==> config.mk <==
export PLATFORM = sky130hd
export DESIGN_NAME = crre_ctrl
export DESIGN_NICKNAME = d
export VERILOG_FILES = /design/src/rtl/crre_pkg.sv /design/src/rtl/crre_ctrl.sv
export SDC_FILE = /design/constraint.sdc
export NUM_CORES = 1
export LEC_CHECK = 0
export BUFFER_PORTS_ARGS = -buffer_cell sky130_fd_sc_hd__buf_2
export CORE_MARGIN = 3
export CORE_UTILIZATION = 45
export DETAILED_ROUTE_END_ITERATION = 12
export GPL_TIMING_DRIVEN = 0
export PLACE_DENSITY = 0.71
export SLEW_MARGIN = 40
export SYNTH_ARGS = -nofsm -noshare
export SYNTH_HDL_FRONTEND = slang
export SYNTH_SLANG_ARGS = --single-unit
==> constraint.sdc <==
create_clock -name i_clk -period 2.2 [get_ports i_clk]
set_clock_uncertainty 0.05 [all_clocks]
set_input_delay 0.22 -clock i_clk [delete_from_list [all_inputs] [get_ports i_clk]]
set_output_delay 0.22 -clock i_clk [all_outputs]
set_load 0.05 [all_outputs]
==> src/rtl/crre_pkg.sv <==
`timescale 1ns / 1ps
// ----------------------------------------------------------------------------
// crre_pkg
// Shared types, constants and helpers for the conv2d row engine.
// ----------------------------------------------------------------------------
package crre_pkg;

    localparam int DATA_BITS        = 16;
    localparam int FRAC_BITS        = 12;
    localparam int OUT_BITS         = DATA_BITS - 1;
    localparam int MAX_CHANNELS_DEF = 16;
    localparam int MAX_SIDE_DEF     = 64;
    localparam int MAX_FILTERS_DEF  = 32;
    localparam int MAX_KERNEL_DEF   = 5;
    localparam int MAX_STEP         = 4;
    localparam int MAX_PAD          = 4;
    localparam int ROW_LIMIT        = 64;
    localparam int CFG_DATA_BITS    = 7;

    typedef enum logic [1:0] {
        KIND_WEIGHT = 2'd0,
        KIND_BIAS   = 2'd1,
        KIND_PIXEL  = 2'd2,
        KIND_ROW    = 2'd3
    } t_kind;

    typedef enum logic [2:0] {
        CFG_CHANNELS = 3'd0,
        CFG_HEIGHT   = 3'd1,
        CFG_WIDTH    = 3'd2,
        CFG_FILTERS  = 3'd3,
        CFG_KROWS    = 3'd4,
        CFG_KCOLS    = 3'd5,
        CFG_STEP     = 3'd6,
        CFG_PAD      = 3'd7
    } t_cfg_idx;

    typedef struct packed {
        logic load;
        logic capture;
        logic check;
        logic setup1;
        logic setup2;
        logic setup3;
        logic col_start;
        logic tap;
        logic sum_load;
        logic emit;
        logic emit_err;
    } t_cmd;

    typedef struct packed {
        logic ok;
        logic last_tap;
        logic last_col;
        logic out_free;
    } t_stat;

    function automatic int addr_bits(input int depth);
        return (depth > 1) ? $clog2(depth) : 1;
    endfunction

    // quotient of x by s for s in 1..4; x stays below 256
    function automatic logic [7:0] div_step(input logic [7:0] x, input logic [2:0] s);
        logic [16:0] m;
        logic [7:0]  q;
        m = 17'(x) * 17'd171;
        case (s)
            3'd1:    q = x;
            3'd2:    q = x >> 1;
            3'd3:    q = m[16:9];
            3'd4:    q = x >> 2;
            default: q = '0;
        endcase
        return q;
    endfunction

endpackage

==> src/rtl/crre_ctrl.sv <==
`timescale 1ns / 1ps
// ----------------------------------------------------------------------------
// crre_ctrl
// Sequencer for loads, row query checks, setup, tap loop and result words.
// ----------------------------------------------------------------------------
module crre_ctrl (
    input  logic            i_clk,
    input  logic            i_rst_n,
    input  logic            i_in_valid,
    output logic            o_in_stall,
    input  logic [1:0]      i_kind,
    input  crre_pkg::t_stat i_stat,
    output crre_pkg::t_cmd  o_cmd
);
    import crre_pkg::*;

    typedef enum logic [10:0] {
        S_IDLE  = 11'b000_0000_0001,
        S_CHECK = 11'b000_0000_0010,
        S_SET1  = 11'b000_0000_0100,
        S_SET2  = 11'b000_0000_1000,
        S_SET3  = 11'b000_0001_0000,
        S_COL   = 11'b000_0010_0000,
        S_TAP   = 11'b000_0100_0000,
        S_DRAIN = 11'b000_1000_0000,
        S_FINAL = 11'b001_0000_0000,
        S_EMIT  = 11'b010_0000_0000,
        S_ERR   = 11'b100_0000_0000
    } t_state;

    t_state r_state, n_state;
    logic   r_drain, n_drain;
    logic   accept;

    assign o_in_stall = (r_state != S_IDLE);
    assign accept     = i_in_valid && !o_in_stall;

    always_comb begin
        n_state = r_state;
        n_drain = r_drain;
        o_cmd   = '0;
        unique case (r_state)
            S_IDLE: begin
                if (accept) begin
                    if (i_kind == KIND_ROW) begin
                        o_cmd.capture = 1'b1;
                        n_state       = S_CHECK;
                    end else begin
                        o_cmd.load = 1'b1;
                    end
                end
            end
            S_CHECK: begin
                o_cmd.check = 1'b1;
                n_state     = S_SET1;
            end
            S_SET1: begin
                if (i_stat.ok) begin
                    o_cmd.setup1 = 1'b1;
                    n_state      = S_SET2;
                end else begin
                    n_state = S_ERR;
                end
            end
            S_SET2: begin
                o_cmd.setup2 = 1'b1;
                n_state      = S_SET3;
            end
            S_SET3: begin
                o_cmd.setup3 = 1'b1;
                n_state      = S_COL;
            end
            S_COL: begin
                o_cmd.col_start = 1'b1;
                n_state         = S_TAP;
            end
            S_TAP: begin
                o_cmd.tap = 1'b1;
                if (i_stat.last_tap) begin
                    n_drain = 1'b0;
                    n_state = S_DRAIN;
                end
            end
            S_DRAIN: begin
                n_drain = 1'b1;
                if (r_drain) begin
                    n_state = S_FINAL;
                end
            end
            S_FINAL: begin
                o_cmd.sum_load = 1'b1;
                n_state        = S_EMIT;
            end
            S_EMIT: begin
                if (i_stat.out_free) begin
                    o_cmd.emit = 1'b1;
                    n_state    = i_stat.last_col ? S_IDLE : S_COL;
                end
            end
            S_ERR: begin
                if (i_stat.out_free) begin
                    o_cmd.emit_err = 1'b1;
                    n_state        = S_IDLE;
                end
            end
            default: n_state = S_IDLE;
        endcase
    end

    always_ff @(posedge i_clk) begin
        if (!i_rst_n) begin
            r_state <= S_IDLE;
            r_drain <= 1'b0;
        end else begin
            r_state <= n_state;
            r_drain <= n_drain;
        end
    end

    a_emit_free: assert property (@(posedge i_clk) disable iff (!i_rst_n)
        (o_cmd.emit || o_cmd.emit_err) |-> i_stat.out_free)
        else $error("result word loaded over a pending word");

    a_final_after_drain: assert property (@(posedge i_clk) disable iff (!i_rst_n)
        (r_state == S_FINAL) |-> $past(r_state == S_DRAIN))
        else $error("sum taken before pipeline drained");

    a_tap_loop: assert property (@(posedge i_clk) disable iff (!i_rst_n)
        (r_state == S_TAP && !i_stat.last_tap) |=> (r_state == S_TAP))
        else $error("tap loop left early");

endmodule

# Word-level counts from Yosys, hierarchy flattened
# Cells that the tools add are included.
[word_totals] register_bits=12 input_bits=9 output_inout_bits=12 wordCells=52
[classes] n_eq_ne=19 mux=26 n_reduce_logical=5
[ops] op="one-hot mux 11 bit (11 select lines)" count=1
[ops] op="two-way mux 11 bit" count=7
[ops] op="two-way mux 1 bit" count=14
[ops] op="inequality test 2 bit (second input constant)" count=6
[ops] op="== test 11 x 1 -> 1 bit (second input constant)" count=1
[ops] op="== test 11 x 10 -> 1 bit (second input constant)" count=1
[ops] op="== test 11 bit (second input constant)" count=1
[ops] op="== test 11 x 2 -> 1 bit (second input constant)" count=1
[ops] op="== test 11 x 3 -> 1 bit (second input constant)" count=1
[ops] op="== test 11 x 4 -> 1 bit (second input constant)" count=1
[ops] op="== test 11 x 5 -> 1 bit (second input constant)" count=1
[ops] op="== test 11 x 6 -> 1 bit (second input constant)" count=1
[ops] op="== test 11 x 7 -> 1 bit (second input constant)" count=1
[ops] op="== test 11 x 8 -> 1 bit (second input constant)" count=1
[ops] op="== test 11 x 9 -> 1 bit (second input constant)" count=1
[ops] op="inequality test 11 x 1 -> 1 bit (second input constant)" count=1
[ops] op="two-way mux 6 bit" count=1
[ops] op="AND reduction 6 bit" count=1
[ops] op="two-way mux 2 bit" count=2
[ops] op="== test 2 bit (second input constant)" count=1
[ops] op="one-hot mux 1 bit (2 select lines)" count=1
[ops] op="AND reduction 2 bit" count=1
[ops] op="nonzero test 2 bit" count=1
[ops] op="logical AND 1 bit" count=1
[ops] op="zero test 1 bit" count=1

# Longest topological paths before layout
# Gate-level depths: netlist of the first run.
[depth] ltp_word=5 ltp_mapped=6

# Worst setup path after synthesis of the first run
# OpenSTA, ideal clock, no wires.
[synth_timing] path_type="reg-to-reg" start="reg r_state[7]" end="reg r_state[4]" setup_time_ps=70 t_arrival_ps=3481 slack_ps=-1401 stages_incl_launch_ff=6 path_buffers=1 synth_period_minus_slack_ps=3601 cell_sequence="dfxtp_1 buf_6 or4_4 or4_4 nor4b_1 and4_1"
[synth_via] elab_chain_cells=5
[synth_lines] element="from (decl)" line="crre_ctrl.sv:31" source="t_state r_state, n_state;"
[synth_lines] element="from (signal assigned)" line="crre_ctrl.sv:115" source="r_state <= n_state;"
[synth_lines] element="inequality test 11 x 1 -> 1 bit" line="crre_ctrl.sv:35" source="assign o_in_stall = (r_state != S_IDLE);"
[synth_lines] element="zero test 1 bit" line="crre_ctrl.sv:36" source="assign accept = i_in_valid && !o_in_stall;"
[synth_lines] element="logical AND 1 bit" line="crre_ctrl.sv:36"
[synth_lines] element="inequality test 2 bit (no line)"
[synth_lines] element="AND reduction 6 bit (no line)"
# Several ways; a longest one is shown, not always the timed one.
# A chain may end at the register's enable or synchronous reset.

==> impl_metrics.json, run 1 <==
{
  "status": "finished with violations",
  "violations": "negative setup slack",
  "drc": 0,
  "antenna_found_initial": 0,
  "hold_viol_final": 0,
  "ff2ff_path_depth": 9,
  "cts_tree": "built",
  "ys_seq_elements": 12,
  "whs_endpoint": "r_state[9]",
  "antenna_left": 0,
  "cpPeakStageDelay_ps": 580,
  "regArea_sq_um": 254,
  "multi_input_area_sq_um": 649,
  "relSlewSlack_pct": 60.4,
  "grt_pass1_vias": 857,
  "synth_area_leaders": "dfxtp_1 (31%), nor2_1 (6.3%), nor4b_1 (5.6%)",
  "post-synth-top-count-cell": "nor2_1",
  "worst_r2r_endpoint": "r_state[10]",
  "place.gp.congestion": 0.896,
  "rows": 14,
  "cts_root_buffer": "clkbuf_4",
  "ys_warn_count": 0,
  "synth_cell_types": 36,
  "fp.dieArea_sq_um": 2260,
  "period_minus_slack_ps": 2730,
  "clkTransAtPathRegs_ps": 80,
  "synth_top_area_share_pct": 30.9,
  "worstSetupPathType": "reg -> out",
  "holdBufCountCts": 0,
  "max_freq_ghz": 0.367,
  "crit_slowest_cell": "or4b_4",
  "path_cells": "or4_4 -> or4_4 -> or4b_4 -> nor2_4 -> buf_8",
  "num_io_pins": 21,
  "hp-class": "in -> reg",
  "grt_overflow_total": 0,
  "grt_usage_pct": 23.8,
  "tightest_slew_ps": 585,
  "synth_edf_count": 0,
  "cts_made_buffers": 3,
  "syn_area_sq_um": 778,
  "start_util_pct": 49.9,
  "core_sq_um": 1560,
  "grt_pass1_wl_mm": 3.76,
  "grt_max_degree": 11,
  "wl_per_cell_um": 17.0,
  "die_h_um": 47.6,
  "cp-end-kind": "primary output",
  "grt_setup_unrepaired": "yes",
  "p_clk_share_pct": 12.4,
  "power.density_nw_per_um2": 956,
  "p_int_mw": 0.583,
  "finalWorstSetupSlack_ps": -527,
  "cts_buffer_depth": 2,
  "syn_inst": 100,
  "p_switching_mw": 0.566,
  "critPathLaunchType": "flop",
  "maxCapViolCount": 0,
  "swShare_pct": 49.3,
  "stdcell_area_sq_um": 1200,
  "routed_wl_mm": 2.50,
  "post_synth.cell_area_avg_sq_um": 7.78,
  "p_leak_nw": 0.493,
  "synthToLayoutAreaGrowth_pct": 54.5,
  "setup_violations": 10,
  "htree_levels": 1,
  "fp.dieW_um": 47.6,
  "yosysTopAreaCell": "dfxtp_1",
  "crit_path_max_fanout": 2,
  "clock_sinks": 12,
  "n_fill_cell": 113,
  "critical_path_required_ps": 1930,
  "min_path_cells": 2,
  "drtPass1Iterations": 4,
  "syn-num-nets": 109,
  "fin_crit_sh_pct": 124,
  "synth_commonest_cells": "nor2_1 (13), dfxtp_1 (12), nand2_1 (8), o21ai_0 (6), nor4b_1 (5)",
  "timing.rr.start": "r_state[8]",
  "io_buffers": 20,
  "synth_flop_cell": "dfxtp_1",
  "worstHoldStart": "i_rst_n",
  "seqPwrFrac_pct": 26.3,
  "drive_gt1_share_pct": 45.0,
  "vias_per_cell": 6.35,
  "cp_common_cell": "or4_4",
  "drv_slew": 0,
  "power_frac_comb_pct": 61.3,
  "ys_seq_area_share_pct": 30.9,
  "drtIter0Drc": 34,
  "vias": 933,
  "worstSkewPairLatency_ps": 280,
  "r2r_slack_ps": -500,
  "antenna_cells": 0,
  "totalPowerFinal_mw": 1.15,
  "critPathArrivalTime_ps": 2460,
  "nNetsFinal": 142,
  "dp_hpwl_mm": 1.70,
  "async_reset_ff_share_pct": 0,
  "ir_worst_vdd_v": 0.000623,
  "placed_cell_area_sq_um": 988
}
cells in the final DEF, fill, tap and decap left out, types with 2 or more instances in the layout:
cell      count
nor3_1        2
nor2_4        4
o21ai_0       5
and4_1        3
nor4_4        2
dfxtp_4       3
nand2_1       8
nand4_1       3
buf_2        13
dfxtp_2       2
nor4b_4       3
nor2_1        9
buf_6         6
and2_1        2
nor4_2        2
clkbuf_4      3
xor2_1        3
buf_8         2
a21oi_1       3
or4_4         3
nor2b_1       2
nor4b_1       2
dfxtp_1       7
nand3_1       3
buf_4        10
inv_1         4
metal layers:
metal	vias up	wire length [um]	GRT usage (%)
li1	437	-	-
met1	443	1040	32.3
met2	47	1220	37.7
met3	6	202	4.51
met4	0	35	8.60
met5	-	0	0
final cells by class:
class | instances | share of cell area (%)
Sequential cell | 12 | 21.1
Multi-Input combinational cell | 80 | 54.0
Timing Repair Buffer | 31 | 19.8
Tap cell | 16 | 1.66
Buffer | 1 | 0.312
Clock buffer | 3 | 1.87
Inverter | 4 | 1.25
registers in the layout, summed over array words and instances, names as in the netlist:
| signal | flops |
|---|---|
| r_state | 11 |
| r_drain | 1 |
power groups by stage:
| stage | sequential [mW] | clock [mW] | combinational (mW) |
|---|---|---|---|
| 2_1_floorplan | 0.278 | 0 | 0.491 |
| 3_3_place_gp | 0.284 | 0 | 0.597 |
| 3_5_place_dp | 0.289 | 0 | 0.605 |
| 4_1_cts | 0.297 | 0.143 | 0.667 |
| 5_1_grt | 0.307 | 0.154 | 0.742 |
| 6_report | 0.302 | 0.143 | 0.704 |
cell families (layout without fill, tap and decap cells):
| family | Yosys count | count (layout) | synth area share (%) |
|---|---|---|---|
| xor+xnor | 3 | 3 | 3.38 |
| flops | 12 | 12 | 30.9 |
| compound gates | 18 | 18 | 15.8 |
| buf+inv | 8 | 39 | 4.98 |
| simple gates | 59 | 59 | 45.0 |
critical path: cells and delay by family, from the launching register on:
| family | cells | cell delay (ps) |
|---|---|---|
| buffers and inverters | 1 | 150 |
| DFF | 1 | 350 |
| and+or+nand+nor | 4 | 1680 |
stage by stage:
step	hold slack, ps	worst slack, ps	setup TNS (ps)	util, %	std cells
4_1_cts	127	-572	-2300	74.2	145
3_5_place_dp	412	-428	-1230	63.4	136
6_report	122	-527	-2490	77.1	147
5_1_grt	141	-555	-3040	77.1	147
3_3_place_gp	401	-414	-1050	63.4	136
2_1_floorplan	287	-309	-1420	-	100
how the worst max path moves through the flow:
stage | to | cells past startpoint | slack [ps] | startpoint
6_report | o_cmd[7] | 5 | -530 | r_state[8]
5_1_grt | o_cmd[7] | 5 | -550 | r_state[8]
3_3_place_gp | o_cmd[7] | 6 | -410 | r_state[7]
4_1_cts | o_cmd[7] | 5 | -570 | r_state[8]
3_5_place_dp | o_cmd[7] | 6 | -430 | r_state[7]
2_1_floorplan | r_state[4] | 5 | -310 | r_state[7]
what timing repair did:
| action | CTS | global route |
|---|---|---|
| buffers inserted | 9 | 3 |
| setup endpoints to repair | 17 | 13 |
| pin swaps | 7 | 7 |
| resized for setup | 29 | 10 |
No activity file was read; power rests on OpenSTA's default activity.
==> inputs of run 2 (changes only) <==
--- a/config.mk
+++ b/config.mk
@@ -5,9 +5,11 @@
 export SDC_FILE = /design/constraint.sdc
 export NUM_CORES = 1
 export LEC_CHECK = 0
+export ABC_AREA = 1
 export BUFFER_PORTS_ARGS = -buffer_cell sky130_fd_sc_hd__buf_2
+export CORE_ASPECT_RATIO = 0.7
 export CORE_MARGIN = 3
-export CORE_UTILIZATION = 45
+export CORE_UTILIZATION = 46
 export DETAILED_ROUTE_END_ITERATION = 12
 export GPL_TIMING_DRIVEN = 0
 export PLACE_DENSITY = 0.71
==> run 2 against run 1 <==
  * The run now ends clean
  * Global-route usage shrank 8.2 points
  * Setup slack improved by 830 ps
  * Final cell count rose by 31%
==> impl_metrics.json, run 2 <==
{
  "status": "completed",
  "cts_made_buffers": 3,
  "setup_violations": 0,
  "io_buffers": 19,
  "worstSetupPathType": "reg -> out",
  "r2r_slack_ps": 750,
  "fin_crit_sh_pct": 86.1,
  "tns_ps": 0,
  "yosysTopAreaCell": "dfxtp_1",
  "synth_area_leaders": "dfxtp_1 (28%), inv_1 (16%), nand2_1 (16%)",
  "grt_pass1_wl_mm": 2.98,
  "power.density_nw_per_um2": 1240,
  "cts_buffer_depth": 2,
  "grt_max_degree": 10,
  "vias_per_cell": 4.50,
  "hp-class": "in -> reg",
  "syn_inst": 149,
  "ys_warn_count": 0,
  "antenna_left": 0,
  "grt_usage_pct": 15.6,
  "fp.dieArea_sq_um": 2430,
  "routed_wl_mm": 1.77,
  "drc": 0,
  "fp.dieW_um": 57.6,
  "async_reset_ff_share_pct": 0,
  "htree_levels": 1,
  "post-synth-top-count-cell": "inv_1",
  "core_sq_um": 1670,
  "clkTransAtPathRegs_ps": 80,
  "rows": 12,
  "post_synth.cell_area_avg_sq_um": 5.75,
  "postCtsSetupRepairBufs": 0,
  "dp_hpwl_mm": 1.49,
  "ys_seq_elements": 12,
  "final_cell_mix": "inv_1 (37), nand2_1 (36), nor2_1 (24), buf_2 (19), dfxtp_1 (12)",
  "ir_worst_vdd_v": 0.000919,
  "synth_cell_types": 16,
  "antenna_cells": 0,
  "place.gp.congestion": 0.845,
  "die_h_um": 42.1,
  "grt_overflow_total": 0,
  "critical_path_required_ps": 1930,
  "largest_reg_flops": 11,
  "placed_cell_area_sq_um": 978,
  "cts_resized": 0,
  "synth_commonest_cells": "inv_1 (37), nand2_1 (36), nor2_1 (24), dfxtp_1 (12), nand3_1 (10)",
  "holdBufCountCts": 0,
  "tightest_slew_ps": 428,
  "relSlewSlack_pct": 71.5,
  "drtIter0Drc": 26,
  "cp-end-kind": "primary output",
  "whs_ps": 211,
  "regMostFlops": "r_state",
  "stdcell_area_sq_um": 1010,
  "synthToLayoutAreaGrowth_pct": 18.4,
  "clock_sinks": 12,
  "drive_gt1_share_pct": 23.8,
  "nNetsFinal": 182,
  "maxCapViolCount": 0,
  "grt_setup_unrepaired": "no",
  "critPathArrivalTime_ps": 1620,
  "drtPass1Iterations": 4,
  "worstSkewPairLatency_ps": 270,
  "syn-num-nets": 158,
  "synth_flop_cell": "dfxtp_1",
  "antenna_found_initial": 0,
  "p_leak_nw": 0.668,
  "period_minus_slack_ps": 1890,
  "synth_top_area_share_pct": 28.0,
  "mostFrequentLayoutCell": "inv_1",
  "max_freq_ghz": 0.528,
  "largestRegisters": "r_state (11), r_drain (1)",
  "grt_pass1_vias": 722,
  "ys_seq_area_share_pct": 28.0,
  "cts_tree": "built",
  "synth_edf_count": 0,
  "cts_root_buffer": "clkbuf_4",
  "hold_viol_final": 0,
  "vias": 869,
  "n_fill_cell": 167,
  "syn_area_sq_um": 857,
  "crit_path_max_fanout": 5,
  "drv_slew": 0,
  "critPathLaunchType": "flop",
  "start_util_pct": 51.4,
  "num_io_pins": 21,
  "wl_per_cell_um": 9.18
}
==> run 2: changes by cell type after synthesis, moves of 4 or more <==
cell / before / now
inv_1: 4 / 37
nand2_1: 8 / 36
nor2_1: 13 / 24
nor2_2: 0 / 7
nand3_1: 4 / 10
nor4b_1: 5 / 0
nand2_2: 0 / 4
nor4_1: 4 / 0
==> run 2: final cells by class <==
class / instances / area [sq um] / share of cell area (%)
Multi-Input combinational cell: 98 / 468 / 46.1
Sequential cell: 12 / 240 / 23.7
Inverter: 38 / 145 / 14.3
Timing Repair Buffer: 19 / 95.1 / 9.37
Clock buffer: 4 / 36.3 / 3.58
Tap cell: 21 / 26.3 / 2.59
Buffer: 1 / 3.75 / 0.370
==> run 2: critical path: stages (launching register included) <==
cell     delay, ps
dfxtp_1        330
nor2_2         140
nand2_2        120
nor2_4         160
nand2_4         80
inv_1           90
nand2_1         70
nor2_1          80
buf_2          260
==> run 2: metrics by stage <==
stage | setup WS [ps] | total power [mW] | util [%] | instances
final | 305 | 1.26 | 60.9 | 193
after CTS | 296 | 1.27 | 60.9 | 193
after global routing | 168 | 1.37 | 60.9 | 193
after global placement | 629 | 1.08 | 58.7 | 189
after detailed placement | 606 | 1.09 | 58.7 | 189
after floorplan | 260 | 0.945 | - | 149
==> run 2: cell families after synthesis <==
kind of cell / count (synthesis) / synth area share, %
compound gates: 6 / 3.50
buf+inv: 39 / 17.4
flops: 12 / 28.0
simple gates: 92 / 51.1
==> run 2: power by group <==
| part | switching, mW | internal [mW] | total, mW |
|---|---|---|---|
| clock | 0.0726 | 0.101 | 0.173 |
| combinational | 0.562 | 0.229 | 0.790 |
| sequential | 0.0357 | 0.260 | 0.295 |
==> run 2: worst paths after layout <==
check	depth (start not counted)	startpoint	endpoint
min reg2reg	2	r_drain	r_drain
max	8	r_state[5]	o_cmd[9]
max reg2reg	10	r_state[2]	r_state[8]
min	4	i_stat[1]	r_state[5]
==> run 2: layer usage <==
| layer | part of all wire (%) | routed length [um] | track usage [%] |
|---|---|---|---|
| met1 | 50 | 892 | 21.7 |
| met2 | 43 | 759 | 24.1 |
| met3 | 6.2 | 109 | 5.54 |
| met4 | 0.51 | 9 | 1.39 |
| met5 | 0 | 0 | 0 |
